==> config.mk <==
export PLATFORM = sky130hd
export DESIGN_NAME = hgmp_bottom_reduce
export DESIGN_NICKNAME = d
export VERILOG_FILES = /design/src/hgmp_pkg.sv /design/src/hgmp_bottom_reduce.sv
export SDC_FILE = /design/constraint.sdc
export NUM_CORES = 1
export LEC_CHECK = 0
export ABC_AREA = 1
export BUFFER_PORTS_ARGS = -buffer_cell sky130_fd_sc_hd__buf_4
export CORE_MARGIN = 10
export CORE_UTILIZATION = 59
export DETAILED_ROUTE_END_ITERATION = 12
export PLACE_DENSITY = 0.81
export SLEW_MARGIN = 20
export SYNTH_ARGS = -nofsm -noshare
export SYNTH_HDL_FRONTEND = slang
export SYNTH_SLANG_ARGS = --single-unit
==> constraint.sdc <==
create_clock -name clk -period 5.8 [get_ports clk]
set_input_delay 0.29 -clock clk [delete_from_list [all_inputs] [get_ports clk]]
set_output_delay 0.29 -clock clk [all_outputs]
set_load 0.01 [all_outputs]
==> src/hgmp_pkg.sv <==
`timescale 1ns / 1ps
`default_nettype none
// ----------------------------------------------------------------------------
// hgmp_pkg
// Shared widths, register indexes, buffer entry types and saturating adders
// for the hex grid maximum path count unit.
// ----------------------------------------------------------------------------
package hgmp_pkg;

	localparam int VAL_W        = 16;
	localparam int SUM_W        = 32;
	localparam int CNT_W        = 48;
	localparam int ROWS_W       = 16;
	localparam int COLS_W       = 11;
	localparam int CFG_W        = 16;
	localparam int IDX_W        = 1;
	localparam int DEF_MAX_COLS = 1024;

	// configuration register indexes
	localparam logic [IDX_W-1:0] REG_NUM_ROWS = 1'd0;
	localparam logic [IDX_W-1:0] REG_NUM_COLS = 1'd1;

	// one column of the row buffer: best sum and number of paths reaching it
	typedef struct packed {
		logic [SUM_W-1:0] sum;
		logic [CNT_W-1:0] cnt;
	} entry_t;

	// per-item control carried through the update stage
	typedef struct packed {
		logic first_row;
		logic odd_row;
		logic has_left;
		logic has_right;
		logic fwd_a;
		logic fwd_b;
	} cell_ctl_t;

	// what the update stage hands to the bottom-row reduction
	typedef struct packed {
		logic [SUM_W-1:0] sum;
		logic [CNT_W-1:0] cnt;
		logic             first_col;
		logic             last_row;
		logic             last_col;
	} bot_t;

	function automatic logic [CNT_W-1:0] sat_add_cnt(input logic [CNT_W-1:0] a,
		input logic [CNT_W-1:0] b);
		logic [CNT_W:0] s;
		s = {1'b0, a} + {1'b0, b};
		return s[CNT_W] ? {CNT_W{1'b1}} : s[CNT_W-1:0];
	endfunction

	function automatic logic [SUM_W-1:0] sat_add_sum(input logic [SUM_W-1:0] a,
		input logic [SUM_W-1:0] b);
		logic [SUM_W:0] s;
		s = {1'b0, a} + {1'b0, b};
		return s[SUM_W] ? {SUM_W{1'b1}} : s[SUM_W-1:0];
	endfunction

endpackage
`default_nettype wire

==> src/hgmp_bottom_reduce.sv <==
`timescale 1ns / 1ps
`default_nettype none
// ----------------------------------------------------------------------------
// hgmp_bottom_reduce
// Tracks the maximum and its path count over the bottom row and holds the
// finished result in an output register until it is taken.
// ----------------------------------------------------------------------------
module hgmp_bottom_reduce (
	input  wire logic                       clk,
	input  wire logic                       arst_n,
	input  wire logic                       in_valid_s1,
	input  wire hgmp_pkg::bot_t             in_bot,
	output logic                            take,
	output logic                            out_valid,
	input  wire logic                       out_stall,
	output logic [hgmp_pkg::SUM_W-1:0]      max_sum,
	output logic [hgmp_pkg::CNT_W-1:0]      path_count
);
	import hgmp_pkg::*;

	logic             valid_s2;
	bot_t             bot_s2;
	logic [SUM_W-1:0] run_max_q;
	logic [CNT_W-1:0] run_cnt_q;
	logic [SUM_W-1:0] nxt_max;
	logic [CNT_W-1:0] nxt_cnt;
	logic             produce;

	assign produce = valid_s2 && bot_s2.last_row && bot_s2.last_col;

	// hold the stage only while a finished result cannot leave
	assign take = !(produce && out_valid && out_stall);

	// fold the bottom-row cell into the running maximum
	always_comb begin
		nxt_max = run_max_q;
		nxt_cnt = run_cnt_q;
		if (bot_s2.first_col || (bot_s2.sum > run_max_q)) begin
			nxt_max = bot_s2.sum;
			nxt_cnt = bot_s2.cnt;
		end else if (bot_s2.sum == run_max_q) begin
			nxt_cnt = sat_add_cnt(run_cnt_q, bot_s2.cnt);
		end
	end

	// advance the stage
	always_ff @(posedge clk or negedge arst_n) begin
		if (!arst_n) begin
			valid_s2 <= 1'b0;
		end else if (take) begin
			valid_s2 <= in_valid_s1;
		end
	end

	always_ff @(posedge clk) begin
		if (take) begin
			bot_s2 <= in_bot;
		end
	end

	// update the running maximum
	always_ff @(posedge clk) begin
		if (take && valid_s2 && bot_s2.last_row) begin
			run_max_q <= nxt_max;
			run_cnt_q <= nxt_cnt;
		end
	end

	// load and drop the result item
	always_ff @(posedge clk or negedge arst_n) begin
		if (!arst_n) begin
			out_valid <= 1'b0;
		end else if (take && produce) begin
			out_valid <= 1'b1;
		end else if (!out_stall) begin
			out_valid <= 1'b0;
		end
	end

	always_ff @(posedge clk) begin
		if (take && produce) begin
			max_sum    <= nxt_max;
			path_count <= nxt_cnt;
		end
	end

	a_rise_from_stage: assert property (@(posedge clk) disable iff (!arst_n)
		$rose(out_valid) |-> $past(produce))
		else $error("result item appeared without a last cell in the stage");

	a_hold_only_full: assert property (@(posedge clk) disable iff (!arst_n)
		!take |=> valid_s2 && out_valid)
		else $error("stage held while the output register was free");

endmodule
`default_nettype wire

==> Yosys cells after proc, flatten, opt, wreduce, memory -nomap -nowiden <==
Index checks and enable logic that the tools add are counted.
{ "word_totals": {"reg_bits": 245, "in_bits": 87, "output_inout_bits": 82, "elab_cells": 30} }
{ "op_classes": {"add_sub_neg": 1, "magnitude_cmp": 1, "eq_ne": 2, "n_mux": 6, "n_reduce_logical": 9} }
{ "op_table": {"columns": ["cell", "count"], "rows": [
  ["$mux 48", 3],
  ["$add 48x48->49", 1],
  ["$eq 32x32->1", 1],
  ["$gt 32x32->1", 1],
  ["$mux 32", 1],
  ["$logic_and 1x1->1", 7],
  ["$mux 1", 2],
  ["$ne 2x1->1 const B", 1],
  ["$logic_not 1->1", 1],
  ["$logic_or 1x1->1", 1]
]} }

==> Logic depth before layout (Yosys ltp) <==
{ "logic_depth": {"word_depth": 7, "ltp_mapped": 19, "depth_no_buf": 18} }

==> Worst setup path after synthesis <==
Ideal clock, no wire load.
{ "synth_timing": {"path_type": "register -> register", "start": "reg bot_s2[1] (netlist name)", "end": "reg max_sum[0] (netlist name) (enable)", "setup_ns": 0.519, "arrival_time_ns": 3.891, "t_required_ns": 5.281, "setup_slack_ns": 1.390, "stages_incl_launch_ff": 4, "cell_sequence": "edfxtp_1 -> nand3_1 -> nor2_1 -> nor2_1"} }
{ "synth_between": {"elab_chain_len": 6} }
{ "synth_rtl": {"columns": ["element", "line", "source"], "rows": [
  ["from (decl)", "hgmp_bottom_reduce.sv:22", "bot_t bot_s2;"],
  ["from (signal assigned)", "hgmp_bottom_reduce.sv:57", "bot_s2 <= in_bot;"],
  ["$logic_and 1x1->1 * (2 in series)", "hgmp_bottom_reduce.sv:29", "assign produce = valid_s2 && bot_s2.last_row && bot_s2.last_col;"],
  ["$logic_and 1x1->1 (2 in series)", "hgmp_bottom_reduce.sv:32", "assign take = !(produce && out_valid && out_stall);"],
  ["$logic_not 1->1", "hgmp_bottom_reduce.sv:32", null],
  ["$logic_and 1x1->1 *", "hgmp_bottom_reduce.sv:81", "if (take && produce) begin"],
  ["to (signal assigned)", "hgmp_bottom_reduce.sv:82", "max_sum <= nxt_max;"],
  ["to (decl)", "hgmp_bottom_reduce.sv:16", "output logic [hgmp_pkg::SUM_W-1:0] max_sum,"]
]} }
Mark *: on every way between the ends. The rest lies on a longest branch, timed or not.
A chain may end at the register's enable or synchronous reset.

==> Final worst setup path <==
{ "layout_timing": {"start": "reg bot_s2[62] (netlist name)", "end": "reg run_cnt_q[27] (data pin)"} }
{ "layout_between": {"elab_chain_len": 3, "word_cells_on_any_way": 5, "cone_classes": "order compare: 1; eq/ne: 1; mux: 2; reduce/logical: 1"} }
{ "layout_rtl": {"columns": ["element", "line", "source"], "rows": [
  ["$gt 32x32->1 / $eq 32x32->1 (equally long branches)", "hgmp_bottom_reduce.sv:38, hgmp_bottom_reduce.sv:41", null],
  ["$logic_or 1x1->1 / $mux 48 (equally long branches)", "hgmp_bottom_reduce.sv:38, hgmp_bottom_reduce.sv:41", null],
  ["$mux 48 *", "hgmp_bottom_reduce.sv:38", "if (bot_s2.first_col || (bot_s2.sum > run_max_q)) begin"],
  ["net nxt_cnt[27]", "hgmp_bottom_reduce.sv:26", "logic [CNT_W-1:0] nxt_cnt;"],
  ["to (signal assigned)", "hgmp_bottom_reduce.sv:65", "run_cnt_q <= nxt_cnt;"],
  ["to (decl)", "hgmp_bottom_reduce.sv:24", "logic [CNT_W-1:0] run_cnt_q;"]
]} }
Mark *: on every way through the listed nets, which the timed path passes. The rest lies on a longest branch.

==> flow_summary.yaml <==
yosys:
  syn_nets: 1878
  avgSynthCellArea_sq_um: 8.30
  yosys-top-cells-area: "edfxtp_1 51%, nand2_1 16%, inv_1 7.5%"
  yosysWarningCount: 0
  synth_largest_area_cell: "edfxtp_1"
  yosys_register_bits: 245
  syn_area_sq_um: 14200
  syn_inst: 1710
  ys_seq_area_frac: 0.517
  synthDistinctLibCells: 34
  synth.top_cell.area_share: 0.514
timing:
  rsz0062_at_grt: "false"
  relSlewSlack: 0.338
  finalHoldViolCount: 0
  slew_viol_final: 0
  setup_viol: 0
  worstMarginPinSlew_ns: 0.990
  fin_skew_ns: 0.0321
  finalCritPeriodShare: 0.708
  tns_ns: 0
  max_freq_mhz: 244
  period_minus_slack_ns: 4.10
grt:
  antenna_found_initial: 1
  grt_pass1_wl_microns: 73600
  overflow: 0
  grt_usage: 0.303
  grt_max_degree: 73
  grt_pass1_vias: 13073
layout:
  seqCellArea_sq_um: 7350
  fin_nets: 2138
  fillerInstances: 1610
  multiInputGateArea_sq_um: 5640
  syn2layout_area_growth_pct: 23.5
  layout_common_cells: "592 x nand2_1, 281 x inv_1, 243 x edfxtp_1, 174 x buf_4, 162 x nor2_1"
  final_common_cell: "nand2_1"
  drive_gt1_frac: 0.139
  final_area_sq_um: 17500
floorplanning:
  rows: 56
  die_h_microns: 175
  dieWidth_microns: 175
  start_util: 0.603
  ioPinCount: 169
  dieArea_sq_um: 30700
  core_sq_um: 23500
clock_tree:
  clkSinkCount: 245
  cts_max_level: 1
  cts_tree: "done"
  cts_setup_buffers: 0
  cts_made_buffers: 26
  cts_root_buf: "clkbuf_16"
  cts_buffer_depth: 3
  ctsResizeCount: 0
  worstSkewPairLatency_ns: 0.57
  path_clk_slew_ns: 0.07
detailed_routing:
  vias: 13080
  via_per_inst: 5.67
  postRouteWirelength_microns: 47500
  postRouteAntennaNets: 0
  wl_per_cell_microns: 20.6
  drc_errors: 0
  first_iter_violations: 1616
  drtPass1Iterations: 6
setup_path:
  start_kind: "flip-flop"
  worst_path_dominant_cell_family: "simple AND/OR/NAND/NOR gates"
  crit_top_cell: "nand2_1"
  required_ns: 6.16
  path_max_fanout: 72
  reg2reg_slack_ns: 1.70
  reg2regPathDepth: 15
  critPathKind: "reg2reg"
  slowest_delay_ns: 0.73
  crit_buf_inv: 3
  timing.rr.start: "bot_s2[62]"
  crit_path_end_kind: "flip-flop"
  cp_slowest_cell: "buf_4"
  crit_path_cell_trace: "ha_1 -> nand2_1 -> nor2_1 -> nand2_1 -> inv_1 -> nand2_1 -> nand2_1 -> nand2_1 -> nand2_1 -> nand2_2 -> buf_4 -> nand2_4 -> buf_4 -> nand2_1 -> o21ai_1"
  crit_arrival_ns: 4.47
  r2r-end: "run_cnt_q[27]"
pwr:
  irDropWorstVdd_uv: 311
  powerDensity_nw_per_um2: 279
  p_leak_nw: 8.48
placed_design:
  portBuffers: 168
  dp_hpwl_microns: 29700
  dpl-instance-area_sq_um: 15800
  globalplace.congestion: 0.907
job:
  cap_violations: 0
run_status:
  status: "finished, final reports clean"
hold_path:
  hold_path.class: "in2async"
==> Yosys cell counts <==
master	count
edfxtp_1	243
a21oi_1	44
o21ai_1	37
clkbuf_1	10
xor2_1	15
nor2_1	164
and3_1	1
o21ai_0	32
or2_2	35
nand2_2	8
nand4_1	15
clkinv_1	1
buf_6	5
buf_4	1
a21oi_4	1
nand3_1	99
nor3_1	4
buf_1	1
o21bai_1	2
a21boi_0	2
buf_2	11
nor3_2	1
inv_1	282
ha_1	80
a21o_1	1
and2_1	4
nor2_2	7
fa_1	1
nand2_1	592
nand2_4	2
inv_2	5
o21a_1	1
dfrtp_1	2
or2_1	1
==> state kept, by name (all words and copies together), names as in the netlist <==
name,cells
bot_s2,83
path_count,48
run_cnt_q,48
max_sum,32
run_max_q,32
out_valid,1
valid_s2,1
==> metrics by stage <==
stage	std cells	hold WS (ns)	total power, mW	util	setup slack, ns
finish	2308	0.0459	4.90	0.744	1.70
global route	2308	0.0563	5.06	0.744	1.64
CTS	2307	0.0426	4.81	0.744	2.07
detailed placement	2175	0.0747	3.03	0.670	2.18
global placement	2175	0.0736	3.00	0.670	2.29
floorplan	1710	-0.00559	2.74	-	1.39
==> cells by family after synthesis <==
family | after synthesis | share of synthesized area
AOI/OAI and AO/OA | 120 | 0.0442
xor gates and xnor gates | 15 | 0.00925
adders and majority gates | 81 | 0.0719
buffers and inverters | 316 | 0.0874
DFF | 245 | 0.517
and+or+nand+nor | 933 | 0.270
==> layout make-up <==
class,count,share of cell area
sequential,245,0.419
multi-input combinational,1149,0.322
timing repair buffer,260,0.124
inverter,288,0.0618
clock buffer,35,0.0419
tap,319,0.0228
clock inverter,11,0.00907
antenna,1,0.000143
==> layer usage <==
metal  GRT usage  wire length (microns)  up-vias  part of all wire
li1            -                      -     5965                 -
met1       0.385                  18300     5983              0.38
met2       0.496                  21900      953              0.46
met3      0.0625                   5170      179              0.11
met4       0.123                   2230        0             0.047
met5           0                      0        -                 0
==> worst max path at each step <==
stage | start | to | slack, ns | cells past startpoint
2_1_floorplan | bot_s2[1] | max_sum[0] | 1.39 | 3
3_3_place_gp | bot_s2[58] | max_sum[1] | 2.29 | 12
3_5_place_dp | bot_s2[58] | run_max_q[1] | 2.18 | 12
4_1_cts | bot_s2[58] | max_sum[1] | 2.07 | 12
5_1_grt | bot_s2[62] | run_cnt_q[27] | 1.64 | 15
6_report | bot_s2[62] | run_cnt_q[27] | 1.70 | 15
==> power breakdown <==
group          leakage, nW  switching, mW  internal (mW)  total [mW]
combinational         5.65          0.635          0.344       0.979
clock                0.440          0.746           1.03        1.77
sequential            2.40         0.0571           2.09        2.15
==> timing repair <==
item,4_1_cts,5_1_grt
endpoints found under the setup margin,0,0
hold buffers,86,0
hold endpoints to repair,87,0
Power figures use the tool's default switching activity.
