--- config.mk ---
export PLATFORM = sky130hd
export DESIGN_NAME = hgmp_cell_update
export DESIGN_NICKNAME = d
export VERILOG_FILES = /design/src/hgmp_pkg.sv /design/src/hgmp_cell_update.sv
export SDC_FILE = /design/constraint.sdc
export NUM_CORES = 1
export LEC_CHECK = 0
export BUFFER_PORTS_ARGS = -buffer_cell sky130_fd_sc_hd__buf_4
export CAP_MARGIN = 20
export CORE_AREA = 2 2 194 196
export DETAILED_ROUTE_END_ITERATION = 10
export DIE_AREA = 0 0 196 198
export PLACE_DENSITY = 0.55
export SYNTH_ARGS = -nofsm -noshare
export SYNTH_HDL_FRONTEND = slang
export SYNTH_SLANG_ARGS = --single-unit
--- constraint.sdc ---
create_clock -name vclk -period 10.4
set_input_delay 0.52 -clock vclk [all_inputs]
set_output_delay 0.52 -clock vclk [all_outputs]
set_load 0.005 [all_outputs]
--- src/hgmp_pkg.sv ---
`timescale 1ns / 1ps
`default_nettype none
// ----------------------------------------------------------------------------
// hgmp_pkg
// Shared widths, register indexes, buffer entry types and saturating adders
// for the hex grid maximum path count unit.
// ----------------------------------------------------------------------------
package hgmp_pkg;

	localparam int VAL_W        = 16;
	localparam int SUM_W        = 32;
	localparam int CNT_W        = 48;
	localparam int ROWS_W       = 16;
	localparam int COLS_W       = 11;
	localparam int CFG_W        = 16;
	localparam int IDX_W        = 1;
	localparam int DEF_MAX_COLS = 1024;

	// configuration register indexes
	localparam logic [IDX_W-1:0] REG_NUM_ROWS = 1'd0;
	localparam logic [IDX_W-1:0] REG_NUM_COLS = 1'd1;

	// one column of the row buffer: best sum and number of paths reaching it
	typedef struct packed {
		logic [SUM_W-1:0] sum;
		logic [CNT_W-1:0] cnt;
	} entry_t;

	// per-item control carried through the update stage
	typedef struct packed {
		logic first_row;
		logic odd_row;
		logic has_left;
		logic has_right;
		logic fwd_a;
		logic fwd_b;
	} cell_ctl_t;

	// what the update stage hands to the bottom-row reduction
	typedef struct packed {
		logic [SUM_W-1:0] sum;
		logic [CNT_W-1:0] cnt;
		logic             first_col;
		logic             last_row;
		logic             last_col;
	} bot_t;

	function automatic logic [CNT_W-1:0] sat_add_cnt(input logic [CNT_W-1:0] a,
		input logic [CNT_W-1:0] b);
		logic [CNT_W:0] s;
		s = {1'b0, a} + {1'b0, b};
		return s[CNT_W] ? {CNT_W{1'b1}} : s[CNT_W-1:0];
	endfunction

	function automatic logic [SUM_W-1:0] sat_add_sum(input logic [SUM_W-1:0] a,
		input logic [SUM_W-1:0] b);
		logic [SUM_W:0] s;
		s = {1'b0, a} + {1'b0, b};
		return s[SUM_W] ? {SUM_W{1'b1}} : s[SUM_W-1:0];
	endfunction

endpackage
`default_nettype wire

--- src/hgmp_cell_update.sv ---
`timescale 1ns / 1ps
`default_nettype none
// ----------------------------------------------------------------------------
// hgmp_cell_update
// Picks the better of the two predecessors of one cell, merges path counts
// on a tie and adds the cell value to form the new buffer entry.
// ----------------------------------------------------------------------------
module hgmp_cell_update (
	input  wire hgmp_pkg::cell_ctl_t          ctl,
	input  wire logic [hgmp_pkg::VAL_W-1:0]   value,
	input  wire hgmp_pkg::entry_t             ram_a,
	input  wire hgmp_pkg::entry_t             ram_b,
	input  wire hgmp_pkg::entry_t             fwd,
	input  wire hgmp_pkg::entry_t             held,
	output hgmp_pkg::entry_t                  a_eff,
	output hgmp_pkg::entry_t                  result
);
	import hgmp_pkg::*;

	entry_t b_eff;
	entry_t other;
	entry_t best;
	logic   other_ok;

	// take the entry just written where the buffer read was stale
	assign a_eff = ctl.fwd_a ? fwd : ram_a;
	assign b_eff = ctl.fwd_b ? fwd : ram_b;

	// odd rows link from c and c+1, even rows from c-1 and c
	assign other    = ctl.odd_row ? b_eff : held;
	assign other_ok = ctl.odd_row ? ctl.has_right : ctl.has_left;

	// choose the better predecessor, add counts on a tie
	always_comb begin
		best = a_eff;
		if (other_ok && (other.sum > a_eff.sum)) begin
			best = other;
		end else if (other_ok && (other.sum == a_eff.sum)) begin
			best.cnt = sat_add_cnt(a_eff.cnt, other.cnt);
		end
	end

	// top row starts a single path at the cell value
	always_comb begin
		if (ctl.first_row) begin
			result.sum = SUM_W'(value);
			result.cnt = CNT_W'(1);
		end else begin
			result.sum = sat_add_sum(SUM_W'(value), best.sum);
			result.cnt = best.cnt;
		end
	end

endmodule
`default_nettype wire

# Word-level counts from Yosys, hierarchy flattened

Index checks and enable logic that the tools add are counted.

Logic and storage cells: 16
Register bits after elaboration: 0
Input bits: 342

$lt $le $gt $ge: 1
Muxes and demuxes: 10
Add/sub/neg operators: 2
Reduce and logical (&&, ||, !) cells: 2
Equality and inequality tests: 1

Operators by type and width:

| kind                    | count |
|---|---|
| 2-to-1 mux 80 bit       | 4 |
| 2-to-1 mux 48 bit       | 3 |
| 2-to-1 mux 32 bit       | 2 |
| adder 48 x 48 -> 49 bit | 1 |
| adder 16 x 32 -> 33 bit | 1 |
| == test 32 bit          | 1 |
| > comparator 32 bit     | 1 |
| logical AND 1 bit       | 2 |
| 2-to-1 mux 1 bit        | 1 |

# Depth between registers and ports, before layout

Word-level depth: 8
Mapped depth: 35

# Worst setup path after synthesis

OpenSTA, ideal clock, no wires.

Kind: input to output
Start: input ctl[1] (netlist bit)
End: output result[55] (netlist bit)
Arrival time: 7.599 ns
Data required time: 9.880 ns
Stages: 32
Buffers on the path: 10
Path slack: 2.281 ns
Path through: buf_2 > buf_1 > clkbuf_1 > clkbuf_1 > mux2_2 > inv_1 > ha_1 > nand4_1 > or4_4 > nor2_2 > a31oi_1 > a22oi_1 > clkbuf_1 > clkbuf_1 > clkbuf_1 > nand2_1 > o21ai_0 > ha_1 > inv_1 > fa_1 > nor2b_1 > o21ai_0 > a21bo_2 > a21oi_1 > o22a_1 > a31o_2 > or3b_1 > buf_2 > or3_1 > buf_6 > buf_12 > a31oi_4

RTL lines:

| what            | line                   | source |
|---|---|---|
| start, declared | hgmp_cell_update.sv:9  | `input wire hgmp_pkg::cell_ctl_t ctl,` |
| end, declared   | hgmp_cell_update.sv:16 | `output hgmp_pkg::entry_t result` |

==> report_table.html <==
<table>
<tr><th>Metric</th><th>Value</th></tr>
<tr><th colspan="2">Run status</th></tr>
<tr><td>Outcome</td><td>finished clean</td></tr>
<tr><th colspan="2">Floorplanning</th></tr>
<tr><td>Total die area</td><td>0.0388 sq mm</td></tr>
<tr><td>Core ar.</td><td>around 0.037 sq mm</td></tr>
<tr><td>Horizontal extent of the die</td><td>roughly 200 microns</td></tr>
<tr><td>Total number of placement rows</td><td>71</td></tr>
<tr><td>Height of the die</td><td>approximately 200 microns</td></tr>
<tr><td>I/O pin cnt</td><td>around 500</td></tr>
<tr><td>Initial Utilization</td><td>0.244</td></tr>
<tr><th colspan="2">Detailed routing</th></tr>
<tr><td>Number of nets with antenna violations after detailed routing</td><td>0</td></tr>
<tr><td>Number of design-rule violations left by the first detailed-router iteration</td><td>~440</td></tr>
<tr><td>Via total after detailed routing</td><td>between 10000 and 15000</td></tr>
<tr><td>Post-DR wirelength/cell</td><td>approximately 20 microns</td></tr>
<tr><td>Final WL</td><td>~45000 microns</td></tr>
<tr><td>Pre-antenna DRT Iters</td><td>5</td></tr>
<tr><td>Residual DRC count</td><td>0</td></tr>
<tr><td>Via density per instance</td><td>roughly 5.3</td></tr>
<tr><th colspan="2">Hold path</th></tr>
<tr><td>Hold/Removal Path Class</td><td>input pin to output port</td></tr>
<tr><th colspan="2">Placement</th></tr>
<tr><td>Detailed placer's ending HPWL</td><td>37300 microns</td></tr>
<tr><td># port buffers</td><td>502</td></tr>
<tr><td>Area after detailed placement</td><td>roughly 0.013 sq mm</td></tr>
<tr><td>Post-placement setup slack</td><td>between 2000 and 3000 ps</td></tr>
<tr><td>Routability cong.</td><td>approximately 0.94</td></tr>
<tr><th colspan="2">Timing</th></tr>
<tr><td>Slew @ Worst Pin</td><td>just over 900 ps</td></tr>
<tr><td>RSZ-0062 raised after global routing</td><td>false</td></tr>
<tr><td>Crit path time final</td><td>around 7700 ps</td></tr>
<tr><td>Final-report hold violation count</td><td>0</td></tr>
<tr><td>Setup Viol. Count Final</td><td>0</td></tr>
<tr><td>Count of pins over their slew limit</td><td>0</td></tr>
<tr><td>Final Cycle Share</td><td>0.738</td></tr>
<tr><td>Fin Hold WS</td><td>about 1400 ps</td></tr>
<tr><td>Max-slew headroom</td><td>0.397</td></tr>
<tr><td>Setup ws final</td><td>approximately 2700 ps</td></tr>
<tr><td>Fmax</td><td>about 0.13 GHz</td></tr>
<tr><td>Final-layout setup total negative slack</td><td>0 ps</td></tr>
<tr><th colspan="2">Global routing</th></tr>
<tr><td>Leftover overflow at the end of global routing</td><td>0</td></tr>
<tr><td>Global-route wire length before repair</td><td>roughly 66000 microns</td></tr>
<tr><td>Initial antenna violation count</td><td>1</td></tr>
<tr><td>GRT Total Usage</td><td>0.216</td></tr>
<tr><td>Via count of the first global-routing pass</td><td>approximately 12000</td></tr>
<tr><td>Largest net degree at the start of global routing</td><td>between 80 and 90</td></tr>
<tr><th colspan="2">Power and ir drop</th></tr>
<tr><td>Power density over cell area</td><td>74.1 mW/mm^2</td></tr>
<tr><td>Maximum vdd drop</td><td>slightly above 0.04 mV</td></tr>
<tr><td>Switching pwr</td><td>519 uW</td></tr>
<tr><td>Portion of total power attributed to combinational logic</td><td>1.000</td></tr>
<tr><td>Internal power summed over all cells</td><td>approximately 450 uW</td></tr>
<tr><td>Flop pwr share</td><td>0</td></tr>
<tr><td>Part of the total power dissipated in the clock network</td><td>0</td></tr>
<tr><td>Static power due to leakage</td><td>around 0.0062 uW</td></tr>
<tr><td>Switching Fraction</td><td>0.534</td></tr>
<tr><th colspan="2">Logic synthesis</th></tr>
<tr><td>Leading post-synthesis cells by instance count</td><td>sky130_fd_sc_hd__a21oi_1 (189), sky130_fd_sc_hd__nor2_1 (138), sky130_fd_sc_hd__nand2_1 (122)</td></tr>
<tr><td>Most area-consuming cells after synthesis</td><td>sky130_fd_sc_hd__ha_1 (13%), sky130_fd_sc_hd__mux2i_1 (12%), sky130_fd_sc_hd__a21oi_1 (10%)</td></tr>
<tr><td>Post-Syn Instances</td><td>roughly 1300</td></tr>
<tr><td>Net count after synthesis</td><td>around 1800</td></tr>
<tr><td>Count of different cell masters after synthesis</td><td>approximately 70</td></tr>
<tr><td>Cell with the most instances after synthesis</td><td>sky130_fd_sc_hd__a21oi_1</td></tr>
<tr><td>Mean Syn Cell Area</td><td>6.78 sq um</td></tr>
<tr><td>Yosys warnings</td><td>0</td></tr>
<tr><td>Register area share after synthesis</td><td>0</td></tr>
<tr><td>Post-synthesis cell type with the largest combined area</td><td>sky130_fd_sc_hd__ha_1</td></tr>
<tr><td>Area of the mapped netlist</td><td>0.00901 sq mm</td></tr>
<tr><td>Fraction of synthesized cell area taken by the top area cell type</td><td>0.135</td></tr>
<tr><th colspan="2">Clock network</th></tr>
<tr><td>Post-cts sizing count</td><td>0</td></tr>
<tr><td>Number of buffers inserted for hold repair after clock tree synthesis</td><td>0</td></tr>
<tr><td>Setup fix buffers added after clock tree synthesis</td><td>0</td></tr>
<tr><th colspan="2">Cells and area</th></tr>
<tr><td>Area of combinational cells with multiple inputs</td><td>0.00845 sq mm</td></tr>
<tr><td>Number of inserted diodes</td><td>0</td></tr>
<tr><td>Register cell area after layout</td><td>0 sq um</td></tr>
<tr><td>Final core utilization</td><td>0.355</td></tr>
<tr><td>Area delta synth-&gt;final</td><td>45.5%</td></tr>
<tr><td>Final-layout clock buffer total</td><td>0</td></tr>
<tr><td>Post-route cell area</td><td>0.0131 sq mm</td></tr>
<tr><td>Fraction of layout instances using a drive strength above 1</td><td>0.351</td></tr>
<tr><td>Number of fill cells in the layout</td><td>about 4000</td></tr>
<tr><td>Number of nets in the final layout</td><td>between 2000 and 2500</td></tr>
<tr><td>Num sequential</td><td>0</td></tr>
<tr><th colspan="2">Worst setup path</th></tr>
<tr><td>Class of the most critical setup path</td><td>input pin to output port</td></tr>
<tr><td>Data required time of the critical path</td><td>roughly 10000 ps</td></tr>
<tr><td>Worst Setup Start Kind</td><td>input pin</td></tr>
<tr><td>Kind of end point of the critical path</td><td>output port</td></tr>
<tr><td>Arrival time worst endpoint</td><td>roughly 7200 ps</td></tr>
<tr><td>Crit path largest cell delay</td><td>between 600 and 700 ps</td></tr>
<tr><td>Maximum net fanout on the critical path</td><td>a little over 40</td></tr>
<tr><td>Slowest stage cell on the critical path</td><td>sky130_fd_sc_hd__or4_4</td></tr>
<tr><th colspan="2">Flow run</th></tr>
<tr><td>Max-cap violations</td><td>0</td></tr>
</table>
==> worst max-delay path: cells and delay by family <==
| kind | cells | cell delay [ps] |
|---|---|---|
| simple gates | 7 | 2060 |
| buf+inv | 4 | 1060 |
| mux | 1 | 270 |
| compound gates | 11 | 2210 |
| fa+ha+maj | 3 | 960 |
==> stage by stage <==
step           cells  total power (uW)
2_1_floorplan   1330               585
3_3_place_gp    2227               965
3_5_place_dp    2228               968
4_1_cts         2228               975
5_1_grt         2228              1070
6_report        2228               971
==> power by group through the flow <==
stage / sequential, uW / combinational (uW) / clock (uW)
final: 0 / 971 / 0
after CTS: 0 / 975 / 0
after global placement: 0 / 965 / 0
after floorplan: 0 / 585 / 0
after global routing: 0 / 1070 / 0
after detailed placement: 0 / 968 / 0
==> routing by layer <==
metal,wire [microns],up-vias,track usage
met4,712,2,0.0320
li1,-,5779,-
met1,18200,5497,0.258
met3,2640,28,0.0249
met2,23200,437,0.417
met5,13,-,0
==> final timing paths <==
path | to | depth (start not counted) | from
setup / recovery | result[54] | 26 | ctl[0]
hold / removal | a_eff[54] | 3 | ram_a[54]
==> logic make-up after synthesis <==
| family | after synthesis | synth area share |
|---|---|---|
| compound gates | 458 | 0.333 |
| mux | 174 | 0.203 |
| simple gates | 392 | 0.196 |
| xor+xnor | 65 | 0.0632 |
| fa+ha+maj | 99 | 0.139 |
| buf+inv | 142 | 0.0648 |
==> cells in the final DEF, fill, tap and decap left out, types with 10 or more instances in the layout <==
cell type / Yosys / final
sky130_fd_sc_hd__a211oi_1: 10 / 10
sky130_fd_sc_hd__a21o_1: 35 / 35
sky130_fd_sc_hd__a21oi_1: 189 / 189
sky130_fd_sc_hd__a31oi_1: 16 / 16
sky130_fd_sc_hd__and3_1: 13 / 13
sky130_fd_sc_hd__buf_4: 1 / 512
sky130_fd_sc_hd__ha_1: 97 / 97
sky130_fd_sc_hd__inv_1: 52 / 52
sky130_fd_sc_hd__mux2_2: 69 / 69
sky130_fd_sc_hd__mux2i_1: 104 / 104
sky130_fd_sc_hd__nand2_1: 122 / 122
sky130_fd_sc_hd__nand2b_1: 13 / 13
sky130_fd_sc_hd__nand3_1: 24 / 24
sky130_fd_sc_hd__nand4_1: 18 / 18
sky130_fd_sc_hd__nor2_1: 138 / 138
sky130_fd_sc_hd__nor3_1: 23 / 23
sky130_fd_sc_hd__o211ai_1: 13 / 13
sky130_fd_sc_hd__o21a_1: 11 / 11
sky130_fd_sc_hd__o21ai_0: 67 / 67
sky130_fd_sc_hd__o221ai_1: 43 / 43
sky130_fd_sc_hd__xnor2_1: 42 / 42
sky130_fd_sc_hd__xor2_1: 23 / 23
==> cell type report <==
class,instances,area share
timing repair buffer,514,0.296
inverter,52,0.0149
tap,474,0.0452
multi-input combinational,1188,0.644
Power figures use the tool's default switching activity.
