$ cat src/hgmp_ram.sv
`timescale 1ns / 1ps
`default_nettype none
// ----------------------------------------------------------------------------
// hgmp_ram
// Generic single write port, single read port RAM with a registered read.
// A read and a write of the same address in one cycle returns the old data.
// ----------------------------------------------------------------------------
module hgmp_ram #(
	parameter int WIDTH = 8,
	parameter int DEPTH = 16
) (
	input  wire logic                     clk,
	input  wire logic                     we,
	input  wire logic [$clog2(DEPTH)-1:0] waddr,
	input  wire logic [WIDTH-1:0]         wdata,
	input  wire logic                     re,
	input  wire logic [$clog2(DEPTH)-1:0] raddr,
	output logic      [WIDTH-1:0]         rdata
);

	logic [WIDTH-1:0] mem [DEPTH];

	// write, and read before write on the same edge
	always_ff @(posedge clk) begin
		if (we) begin
			mem[waddr] <= wdata;
		end
		if (re) begin
			rdata <= mem[raddr];
		end
	end

endmodule
`default_nettype wire

$ cat config.mk
export PLATFORM = sky130hd
export DESIGN_NAME = hgmp_ram
export DESIGN_NICKNAME = d
export VERILOG_FILES = /design/src/hgmp_ram.sv
export SDC_FILE = /design/constraint.sdc
export NUM_CORES = 1
export LEC_CHECK = 0
export ABC_CLOCK_PERIOD_IN_PS = 1700
export BUFFER_PORTS_ARGS = -buffer_cell sky130_fd_sc_hd__buf_4
export CAP_MARGIN = 40
export CORE_AREA = 2 2 97 99
export CTS_BUF_LIST = sky130_fd_sc_hd__clkbuf_4
export DETAILED_ROUTE_END_ITERATION = 7
export DIE_AREA = 0 0 99 101
export GPL_ROUTABILITY_DRIVEN = 1
export HOLD_SLACK_MARGIN = 0.06
export PLACE_DENSITY = 0.77
export SETUP_SLACK_MARGIN = 0.4
export SLEW_MARGIN = 40
export SYNTH_ARGS = -nofsm -noshare
export SYNTH_HDL_FRONTEND = slang
export SYNTH_SLANG_ARGS = --single-unit
export TNS_END_PERCENT = 20
$ cat constraint.sdc
create_clock -name clk -period 1.7 [get_ports clk]
set_input_delay 0 -clock clk [delete_from_list [all_inputs] [get_ports clk]]
set_output_delay 0 -clock clk [all_outputs]
set_load 0.02 [all_outputs]
* Yosys cells after proc, flatten, opt, wreduce, memory -nomap -nowiden
Memory sizes are Yosys's and may differ from the RTL's. A register that Yosys moved wholly into a read port is not among the register bits.
Index checks and enable logic that the tools add are counted.
** Operators by class
- Multiply operators :: 0
- Shift operators :: 0
- Equality and inequality tests :: 0
- Reduce and logical (&&, ||, !) cells :: 0
- $add $sub $neg :: 0
- Div/mod/pow operators :: 0
- Mux-type cells :: 2
- Magnitude comparators :: 0
- Bitwise operators :: 0
** Operators by type and width (number)
- $mux 1 :: 2
** Storage, ports and cells
- Bits in read-only memories :: 0
- Bits in registers :: 0
- Memories kept :: 1
- Logic and storage cells :: 3
- Bits in writable memories :: 128
- Bits in latches :: 0
- Output and inout bits :: 8
** Memory list
- mem :: words 16, width 8, rd ports 1, clocked after memory_dff 1, write ports 1, line 21 : logic [WIDTH-1:0] mem [DEPTH];

* Depth between registers and ports, before layout
Gate-level depths: netlist of the first run.
- Depth in word-level cells :: 2
- Mapped depth :: 5
- Gate-level depth less buffers :: 3

* Worst setup path after synthesis of the first run
OpenSTA, ideal clock, no wires.
- Path kind :: input-to-reg
- Start :: input port waddr[2]
- End :: memory mem[0][0] (enable)
- Setup time :: 383 ps
- Arrival time :: 1110 ps
- Path slack :: 207 ps
- Path buffers :: 0
- Required time :: 1317 ps
- Stages on the path :: 2
- Cell sequence :: or3b_2 -> nor3_1
** RTL lines
- start, declared :: line 14 : input wire logic [$clog2(DEPTH)-1:0] waddr,
- end, declared :: line 21
Straight into the memory's write port.

==> run_results.csv, run 1 <==
group,metric,value,unit
setup_path,regToRegStartpoint,"mem[9][2]",
sta,setup_repair_after_global_routing_missed_its_margin,"true",
clock_network,clock_sink_count,136,
floorplanning,ioPinCount,27,
layout,fillerInstances,567,
synthesis,ys_seq_area_frac,0.7812,
route,drc,0,
floorplanning,dieWidth,99,um
synthesis,synthesis.area_per_instance,22.83,um2
setup_path,max_stage_delay,510,ps
placement,place_area,5658,um2
setup_path,crit_path_cell_trace,"mux4_1 -> a22oi_1 -> nand2_1",
sta,slew_at_the_pin_closest_to_its_max_slew_limit,469.8,ps
floorplanning,placementRows,35,
sta,final_period_minus_worst_setup_slack,1419,ps
setup_path,setup.reg_to_reg.worst_slack,280,ps
floorplanning,total_die_area,9999,um2
job,drv_cap,0,
layout,final-instance-count-excl-fill,425,
power_and_ir_drop,p_leak,2.045,nW
setup_path,critPathCaptureType,"register",
placement,placedCellCount,378,
setup_path,worstSetupStartpointType,"register",
hold_path,timing.hold.worst_endpoint,"rdata[6]",
route,drt_pre_antenna_iters,4,
floorplanning,floorplan.core_area,8977,um2
sta,setup_viol_count_final,0,
clock_network,cts_tree,"done",
synthesis,synthTopCellsByArea,"sky130_fd_sc_hd__edfxtp_1 (78%), sky130_fd_sc_hd__mux4_2 (7.8%), sky130_fd_sc_hd__mux4_1 (7.0%), sky130_fd_sc_hd__a22oi_1 (2.3%), sky130_fd_sc_hd__nor2_1 (0.93%)",
synthesis,ys_ff_latch,136,
placement,globalplace.congestion,0.7386,
setup_path,critPathTopFamily,"multiplexers",
global_routing,grt_remaining_overflow,0,
sta,fmax,704.7,MHz
clock_network,clockRootBuffer,"sky130_fd_sc_hd__clkbuf_4",
layout,post_layout_net_count,319,
synthesis,synth_fp_nets,248,
layout,finalInstanceArea,6133,um2
sta,report.final.slew_viol_count,0,
layout,area_growth_syn_to_layout,17.33,%
sta,hold_violations,0,
sta,slew_headroom,0.6868,
layout,layout_commonest_cell,"sky130_fd_sc_hd__edfxtp_1",
setup_path,cp.required,1970,ps
global_routing,grt_antenna_before_repair,1,
route,postRouteWirelength,9.687,mm
synthesis,synthCells,229,
setup_path,setup.worst_path.start,"mem[9][2]",
synthesis,synth_cell_type_count,18,
global_routing,grt_first_pass_wirelength,14.98,mm
setup_path,reg2reg_to,"rdata[2]",
setup_path,critPathKind,"reg2reg",
synthesis,yosys.area.top_type_share,0.7812,
route,dr.first_iter.drc_count,216,
synthesis,synth.cell_area,5228,um2
floorplanning,initial_utilization,0.5823,
clock_network,clk_path_buf_depth,2,
hold_path,hold_wc_path_type,"in2reg",
synthesis,synth_area_leader_cell,"sky130_fd_sc_hd__edfxtp_1",
synthesis,ys.warnings.count,0,
clock_network,cts_buffers,17,
sta,setup_ws,281.0,ps
sta,hold_slack_final,149.0,ps
route,wire_per_inst,22.79,um
layout,drive_gt1_frac,0.3674,
power_and_ir_drop,powerDensity,1066,nW/um2
route,vias_per_cell,5.986,
status,status,"completed",
placement,dp.final_hpwl,6.147,mm
hold_path,min_path_cells,5,
placement,placement.io_buffers,26,
route,drtAntennaViolNets,0,
setup_path,cp_max_fo,1,
global_routing,number_of_global_route_vias_before_repair,2679,
route,routed-via-count,2544,
clock_network,path_clk_slew,110,ps
sta,fin_crit_sh,0.8347,
sta,timing.setup.tns,0,ps
clock_network,insertion_delay,520,ps
clock_network,cts-htree-levels,4,
placement,pre_cts_ws,174.1,ps
setup_path,critical_path_buf_inv_count,0,
setup_path,timing.critical_path.arrival,1690,ps
setup_path,r2r.worst_path.cells,3,
layout,mostFrequentLayoutCells,"sky130_fd_sc_hd__edfxtp_1 (136), sky130_fd_sc_hd__buf_4 (47), sky130_fd_sc_hd__mux4_2 (26), sky130_fd_sc_hd__clkbuf_4 (17), sky130_fd_sc_hd__dlygate4sd3_1 (14)",
power_and_ir_drop,ir_worst_vdd,0.5078,mV
global_routing,global_route_usage_over_all_layers,0.2163,
floorplanning,die-height,101,um
hold_path,hp_start,"raddr[3]",
sta,fin_clk_skew,14.36,ps
global_routing,grt_max_degree,25,
setup_path,cp_slowest_cell,"sky130_fd_sc_hd__mux4_1",
-- per-layer routing --
layer | GRT usage | up-vias | wire length (um)
li1 | - | 1120 | -
met4 | 0.1033 | 0 | 200
met1 | 0.2732 | 1303 | 3981
met2 | 0.3508 | 103 | 4923
met5 | 0 | - | 0
met3 | 0.06172 | 18 | 582
-- layout make-up --
type / count / area [um2] / share of cell area
Clock buffer: 17 / 127.6 / 0.02081
Timing Repair Buffer: 62 / 513.0 / 0.08364
Multi-Input combinational cell: 83 / 1067 / 0.1740
Sequential cell: 136 / 4084 / 0.6659
Antenna cell: 1 / 2.502 / 0.0004080
Clock inverter: 15 / 200.2 / 0.03264
Tap cell: 111 / 138.9 / 0.02264
-- worst min-delay path, delay by kind of cell --
kind                   cells  cell delay, ps
buffers and inverters      2             290
AND/OR/NAND/NOR            2             170
AO/OA/AOI/OAI              1             100
-- synth_stat cells, drive strengths merged --
cell type,n
edfxtp,136
mux4,32
a22oi,16
nor2,13
nand2,9
buf,7
nor3,4
clkdlybuf4s25,3
nand2b,2
nand3b,2
and2,1
and2b,1
nand3,1
nor2b,1
or3b,1
-- cells by family (layout without fill, tap and decap cells) --
| group | count (synthesis) | after routing | share of synthesized area |
|---|---|---|---|
| DFF | 136 | 136 | 0.7812 |
| and+or+nand+nor | 35 | 35 | 0.03136 |
| muxes | 32 | 32 | 0.1479 |
| AOI/OAI and AO/OA | 16 | 16 | 0.02298 |
| buffers and inverters | 10 | 94 | 0.01651 |
| other | 0 | 1 | 0 |
-- stage by stage --
step	power (mW)	util
detailed placement	4.254	0.6302
CTS	6.590	0.6831
global route	6.785	0.6832
floorplan	4.074	-
global placement	4.239	0.6302
finish	6.539	0.6832
-- worst max-delay path by stage --
stage,endpoint,slack (ps),cells after the start
finish,rdata[2],280,3
global route,rdata[2],240,3
CTS,rdata[3],280,3
detailed placement,rdata[3],170,5
global placement,rdata[2],220,5
floorplan,rdata[0],390,3
-- sequential cells by signal (all words and copies together), names as in the netlist --
register,cells
rdata,8
mem,128
-- power breakdown --
group	switching, mW	total, mW	internal (mW)
clock	1.15	2.32	1.17
combinational	0.225	0.425	0.199
sequential	0.0187	3.79	3.77
total	1.40	6.54	5.14
-- what timing repair did --
action                                  CTS  global route
pin swaps                                 3             3
endpoints found under the hold margin   171             0
resized for setup                        10             5
setup buffers                             0             0
hold buffers                             14             0
endpoints found under the setup margin    8            16
(Power assumes the default switching activity.)
==> run 2, diff against run 1 <==
--- a/config.mk
+++ b/config.mk
@@ -5,13 +5,13 @@
 export SDC_FILE = /design/constraint.sdc
 export NUM_CORES = 1
 export LEC_CHECK = 0
-export ABC_CLOCK_PERIOD_IN_PS = 1700
+export ABC_CLOCK_PERIOD_IN_PS = 1200
 export BUFFER_PORTS_ARGS = -buffer_cell sky130_fd_sc_hd__buf_4
 export CAP_MARGIN = 40
-export CORE_AREA = 2 2 97 99
+export CORE_AREA = 2 2 99 101
 export CTS_BUF_LIST = sky130_fd_sc_hd__clkbuf_4
 export DETAILED_ROUTE_END_ITERATION = 7
-export DIE_AREA = 0 0 99 101
+export DIE_AREA = 0 0 101 103
 export GPL_ROUTABILITY_DRIVEN = 1
 export HOLD_SLACK_MARGIN = 0.06
 export PLACE_DENSITY = 0.77
==> constraint.sdc (replaced) <==
create_clock -name clk -period 1.2 [get_ports clk]
set_input_delay 0 -clock clk [delete_from_list [all_inputs] [get_ports clk]]
set_output_delay 0 -clock clk [all_outputs]
set_load 0.02 [all_outputs]
==> run 2 against run 1 <==
The run now ends with negative hold slack, negative setup slack left. Final area down 0.98%. Power is 28% higher. Final cell count decreased by 0.71%. Combinational power rose by 47%. Clock-buffer cell count grew 1. Register-to-register slack got worse by 490 ps. Die area grew 4.0%. Hold slack got worse by 190 ps. Non-clock buffer count shrank 4. Largest power group unchanged.
==> run_results.csv, run 2 (same netlist as run 1, synthesis figures left out) <==
group,metric,value,unit
power_and_ir_drop,ir_worst_vdd,0.5654,mV
power_and_ir_drop,powerDensity,1374,nW/um2
route,postRouteWirelength,9.040,mm
placement,placedCellCount,382,
placement,dp.final_hpwl,6.090,mm
power_and_ir_drop,p_leak,1.977,nW
route,met3_wirelength,671,um
global_routing,grt_first_pass_wirelength,14.07,mm
global_routing,grt_antenna_before_repair,0,
clock_network,path_clk_slew,120,ps
layout,layout_commonest_cell,"sky130_fd_sc_hd__edfxtp_1",
sta,fmax,712.0,MHz
route,dr.first_iter.drc_count,220,
route,drtAntennaViolNets,0,
floorplanning,die-height,103,um
clock_network,cts_buffers,17,
route,routed_met1_length,3.495,mm
floorplanning,floorplan.core_area,9459,um2
setup_path,timing.critical_path.arrival,1650,ps
layout,finalInstanceArea,6073,um2
floorplanning,placementRows,36,
placement,placement.io_buffers,26,
placement,globalplace.congestion,0.7914,
floorplanning,dieWidth,101,um
setup_path,setup.reg_to_reg.worst_slack,-200,ps
setup_path,cp_max_fo,1,
clock_network,cts-htree-levels,4,
setup_path,critPathKind,"reg2reg",
layout,antenna-diode-count,0,
setup_path,critPathCaptureType,"register",
sta,slew_headroom,0.4856,
floorplanning,initial_utilization,0.5526,
global_routing,number_of_global_route_vias_before_repair,2508,
placement,pre_cts_ws,-305.9,ps
clock_network,insertion_delay,510,ps
hold_path,hp_start,"waddr[1]",
clock_network,cts_tree,"done",
sta,fin_clk_skew,20.26,ps
layout,area_growth_syn_to_layout,16.18,%
hold_path,min_path_cells,3,
layout,layout_top_registers,"mem: 128 flops, rdata: 8 flops",
layout,fillerInstances,638,
clock_network,cts_hold_buf,9,
clock_network,clock_sink_count,136,
clock_network,clk_path_buf_depth,2,
layout,mostFrequentLayoutCells,"sky130_fd_sc_hd__edfxtp_1 (136), sky130_fd_sc_hd__buf_4 (36), sky130_fd_sc_hd__mux4_2 (32), sky130_fd_sc_hd__clkbuf_4 (18), sky130_fd_sc_hd__nor2_1 (11)",
sta,setup_ws,-204.6,ps
route,maxUsedRoutingLayer,"met4",
setup_path,r2r.worst_path.cells,3,
hold_path,timing.hold.worst_endpoint,"mem[0][1]",
layout,post_layout_net_count,315,
global_routing,global_route_usage_over_all_layers,0.1942,
global_routing,grt_max_degree,18,
global_routing,grt_remaining_overflow,0,
sta,setup_repair_after_global_routing_missed_its_margin,"true",
placement,place_area,5690,um2
sta,hold_violations,8,
clock_network,clockRootBuffer,"sky130_fd_sc_hd__clkbuf_4",
status,violations,"negative hold slack, negative setup slack",
route,drt_pre_antenna_iters,5,
sta,timing.setup.tns,-1392,ps
sta,slew_at_the_pin_closest_to_its_max_slew_limit,768.8,ps
route,vias_per_cell,5.782,
sta,final_period_minus_worst_setup_slack,1405,ps
layout,drive_gt1_frac,0.3994,
route,met2_length,4.718,mm
setup_path,reg2reg_to,"rdata[7]",
hold_path,hold_wc_path_type,"in2reg",
floorplanning,ioPinCount,27,
job,drv_cap,0,
route,wire_per_inst,21.42,um
layout,final-instance-count-excl-fill,422,
layout,flip_flop_count_of_the_largest_register_all_copies_and_words_added,128,
sta,report.final.slew_viol_count,0,
sta,hold_slack_final,-39.55,ps
sta,fin_crit_sh,1.170,
clock_network,post-cts-setup-buffers,0,
route,routed-via-count,2440,
layout,registers.top_by_ff_count,"mem",
setup_path,cp.required,1450,ps
sta,setup_viol_count_final,8,
status,status,"finished, violations left",
setup_path,worstSetupStartpointType,"register",
floorplanning,total_die_area,10400,um2
route,drc,0,
setup_path,regToRegStartpoint,"mem[3][7]",
-- run 2: power by group --
part           internal [mW]  switching [mW]
Combinational          0.310           0.313
Sequential              5.34          0.0366
Clock                  0.804            1.54
Total                   6.46            1.89
-- run 2: worst max-delay path by stage --
| stage | from | endpoint | slack (ps) | cells after the start |
|---|---|---|---|---|
| floorplan | mem[3][0] | rdata[0] | -70 | 3 |
| global placement | raddr[0] | rdata[7] | -310 | 6 |
| detailed placement | raddr[0] | rdata[7] | -310 | 6 |
| CTS | mem[3][7] | rdata[7] | -220 | 3 |
| global route | mem[11][4] | rdata[4] | -260 | 3 |
| finish | mem[3][7] | rdata[7] | -200 | 3 |
-- run 2: metrics by stage --
stage / power, mW / util
floorplan: 5.788 / -
global placement: 6.045 / 0.6016
detailed placement: 6.063 / 0.6016
CTS: 8.393 / 0.6397
global route: 8.647 / 0.6421
finish: 8.343 / 0.6421
-- run 2: what timing repair did --
item,4_1_cts,5_1_grt
hold endpoints to repair,186,50
endpoints found under the setup margin,16,16
pin swaps,1,0
resized for setup,12,4
-- run 2: critical path, stage by stage (launching register included) --
cell	delay, ps
sky130_fd_sc_hd__edfxtp_1	380
sky130_fd_sc_hd__mux4_2	490
sky130_fd_sc_hd__a22oi_2	210
sky130_fd_sc_hd__nand2_1	70
-- run 2: per-layer routing --
layer	track usage	vias up
met5	0	-
met4	0.07380	0
met3	0.05356	16
met2	0.3195	106
met1	0.2516	1213
li1	-	1105
-- run 2: final cells by class --
type	count	area, um2	area share
Clock buffer	18	135.1	0.02225
Clock inverter	13	85.08	0.01401
Multi-Input combinational cell	83	1076	0.1772
Sequential cell	136	4084	0.6724
Tap cell	114	142.6	0.02349
Timing Repair Buffer	58	550.5	0.09065
==> run 3, diff against run 2 <==
--- a/config.mk
+++ b/config.mk
@@ -8,13 +8,12 @@
 export ABC_CLOCK_PERIOD_IN_PS = 1200
 export BUFFER_PORTS_ARGS = -buffer_cell sky130_fd_sc_hd__buf_4
 export CAP_MARGIN = 40
-export CORE_AREA = 2 2 99 101
-export CTS_BUF_LIST = sky130_fd_sc_hd__clkbuf_4
+export CORE_AREA = 2 2 102 104
 export DETAILED_ROUTE_END_ITERATION = 7
-export DIE_AREA = 0 0 101 103
+export DIE_AREA = 0 0 104 106
 export GPL_ROUTABILITY_DRIVEN = 1
 export HOLD_SLACK_MARGIN = 0.06
-export PLACE_DENSITY = 0.77
+export PLACE_DENSITY = 0.73
 export SETUP_SLACK_MARGIN = 0.4
 export SLEW_MARGIN = 40
 export SYNTH_ARGS = -nofsm -noshare
==> run 3 against run 2 <==
The flow still finishes with violations (negative hold slack, negative setup slack). First-iteration DRC count up 2.3%. Register-to-register slack worse by 30 ps. Clock-buffer cell count down 1. Routed wire length up 10%. Fmax down 2.2%. Sequential cell count unchanged. Utilization up 1.1 points. Critical path depth unchanged. Sequential share of layout area down 4.7 points. Via count up 4.2%. Final area up 7.6%. Critical path type unchanged. Largest cell class unchanged. Highest routed layer unchanged.
==> run_results.csv, run 3 (same netlist as run 1, synthesis figures left out) <==
group,metric,value,unit
clock_network,cts_tree,"done",
power_and_ir_drop,p_leak,2.183,nW
placement,placedCellCount,406,
setup_path,cp.required,1470,ps
clock_network,cts_buffers,17,
setup_path,critPathTopFamily,"multiplexers",
setup_path,critPathKind,"reg2reg",
sta,hold_slack_final,-30.54,ps
setup_path,max_stage_delay,500,ps
route,dr.first_iter.drc_count,225,
clock_network,insertion_delay,520,ps
setup_path,critPathCaptureType,"register",
layout,final-instance-count-excl-fill,447,
placement,placement.io_buffers,26,
clock_network,clock_sink_count,136,
clock_network,clk_path_buf_depth,2,
global_routing,number_of_global_route_vias_before_repair,2740,
status,status,"finished, violations left",
sta,fin_crit_sh,1.196,
route,drtAntennaViolNets,0,
power_and_ir_drop,powerDensity,1768,nW/um2
floorplanning,ioPinCount,27,
route,vias_per_cell,5.687,
route,routed-via-count,2542,
route,wire_per_inst,22.24,um
layout,final_design_utilization,0.6534,
sta,final_period_minus_worst_setup_slack,1436,ps
setup_path,worstSetupStartpointType,"register",
clock_network,post-cts-setup-buffers,0,
placement,place_area,5733,um2
clock_network,cts_hold_buf,9,
layout,fillerInstances,647,
floorplanning,placementRows,37,
placement,globalplace.congestion,0.7507,
floorplanning,die-height,106,um
setup_path,timing.critical_path.arrival,1700,ps
route,drt_pre_antenna_iters,5,
sta,report.final.slew_viol_count,0,
layout,registers.top_by_ff_count,"mem",
layout,antenna-diode-count,0,
floorplanning,initial_utilization,0.5228,
hold_path,hold_wc_path_type,"in2reg",
clock_network,path_clk_slew,60,ps
floorplanning,floorplan.core_area,10000,um2
placement,dp.final_hpwl,6.332,mm
layout,finalInstanceArea,6534,um2
clock_network,clockRootBuffer,"sky130_fd_sc_hd__clkbuf_8",
sta,slew_headroom,0.4092,
sta,hold_violations,8,
status,violations,"negative hold slack, negative setup slack",
global_routing,grt_remaining_overflow,0,
layout,layout_commonest_cell,"sky130_fd_sc_hd__edfxtp_1",
sta,setup_ws,-235.6,ps
global_routing,grt_antenna_before_repair,0,
setup_path,crit_path_cell_trace,"mux4_2 -> a22oi_2 -> nand2_1",
layout,flip_flop_count_of_the_largest_register_all_copies_and_words_added,128,
job,drv_cap,0,
power_and_ir_drop,ir_worst_vdd,0.9577,mV
sta,fmax,696.6,MHz
route,drc,0,
setup_path,cp_max_fo,1,
sta,setup_repair_after_global_routing_missed_its_margin,"true",
global_routing,grt_max_degree,17,
layout,post_layout_net_count,317,
sta,slew_at_the_pin_closest_to_its_max_slew_limit,884.4,ps
route,postRouteWirelength,9.942,mm
floorplanning,total_die_area,11020,um2
global_routing,grt_first_pass_wirelength,15.81,mm
layout,area_of_the_multi_input_gates,1074,um2
clock_network,cts-htree-levels,4,
layout,drive_gt1_frac,0.4084,
layout,mostFrequentLayoutCells,"sky130_fd_sc_hd__edfxtp_1 (136), sky130_fd_sc_hd__buf_4 (38), sky130_fd_sc_hd__mux4_2 (32), sky130_fd_sc_hd__clkbuf_16 (16), sky130_fd_sc_hd__nor2_1 (11)",
layout,regArea,4084,um2
floorplanning,dieWidth,104,um
layout,area_growth_syn_to_layout,24.99,%
setup_path,cp_slowest_cell,"sky130_fd_sc_hd__mux4_2",
sta,fin_clk_skew,6.597,ps
setup_path,critical_path_buf_inv_count,0,
global_routing,global_route_usage_over_all_layers,0.2007,
sta,setup_viol_count_final,8,
layout,layout_top_registers,"mem: 128 flops, rdata: 8 flops",
==> run 3: cell count changes in the layout (fill, tap and decap cells not counted) <==
cell,previous run,this run
sky130_fd_sc_hd__clkinv_1,2,0
sky130_fd_sc_hd__clkinvlp_4,6,3
sky130_fd_sc_hd__buf_4,36,38
sky130_fd_sc_hd__clkbuf_8,0,1
sky130_fd_sc_hd__clkbuf_4,18,0
sky130_fd_sc_hd__nor2b_2,1,0
sky130_fd_sc_hd__nor2b_1,0,1
sky130_fd_sc_hd__inv_6,0,1
sky130_fd_sc_hd__clkbuf_16,0,16
sky130_fd_sc_hd__bufinv_16,0,5
sky130_fd_sc_hd__clkinv_2,3,2
sky130_fd_sc_hd__clkinv_4,2,4
==> run 3: repair_timing <==
action                                 CTS  global route
setup endpoints to repair               16            16
cloned                                   0             0
gates resized for setup                 11             5
endpoints found under the hold margin  184            48
==> run 3: final cells by class <==
class | instances | area share
clock buffers | 17 | 0.06339
clock inverters | 15 | 0.03466
multi-input cells | 83 | 0.1643
flip-flops and latches | 136 | 0.6250
well taps | 136 | 0.02604
repair buffers | 60 | 0.08656
==> run 3: metal layers <==
layer | global-route usage | vias to the layer above | routed length, um
met1 | 0.2595 | 1313 | 3945
met3 | 0.05886 | 15 | 625
li1 | - | 1112 | -
met5 | 0 | - | 0
met2 | 0.3205 | 102 | 5191
met4 | 0.08880 | 0 | 179
==> run 3: worst reg2reg max path, cell delays in order, from the launching register on <==
cell,delay (ps)
sky130_fd_sc_hd__edfxtp_1,410
sky130_fd_sc_hd__mux4_2,500
sky130_fd_sc_hd__a22oi_2,200
sky130_fd_sc_hd__nand2_1,80
==> run 3: worst paths after layout <==
path | slack [ps] | startpoint | endpoint | depth (start not counted)
setup / recovery | -240 | mem[2][4] | rdata[4] | 3
hold / removal | -30 | waddr[1] | mem[0][0] | 3
setup reg to reg | -240 | mem[2][4] | rdata[4] | 3
hold reg to reg | 750 | mem[12][1] | rdata[1] | 3
==> run 3: power breakdown <==
group          internal, mW  switching [mW]  leakage, nW
registers              5.35          0.0381         1.24
clock network          3.59            1.93        0.304
logic                 0.314           0.330        0.642
total                  9.26            2.30         2.18
==> run 3: through the flow <==
| step | TNS [ps] | hold WS, ps | power, mW | setup WS (ps) |
|---|---|---|---|---|
| after floorplan | -549.7 | 98.87 | 5.788 | -66.37 |
| after global placement | -2078 | 312.7 | 6.060 | -244.2 |
| after detailed placement | -2321 | 325.0 | 6.079 | -262.0 |
| after CTS | -1636 | -55.35 | 11.62 | -236.7 |
| after global routing | -1780 | -41.71 | 11.88 | -248.4 |
| final | -1537 | -30.54 | 11.55 | -235.6 |
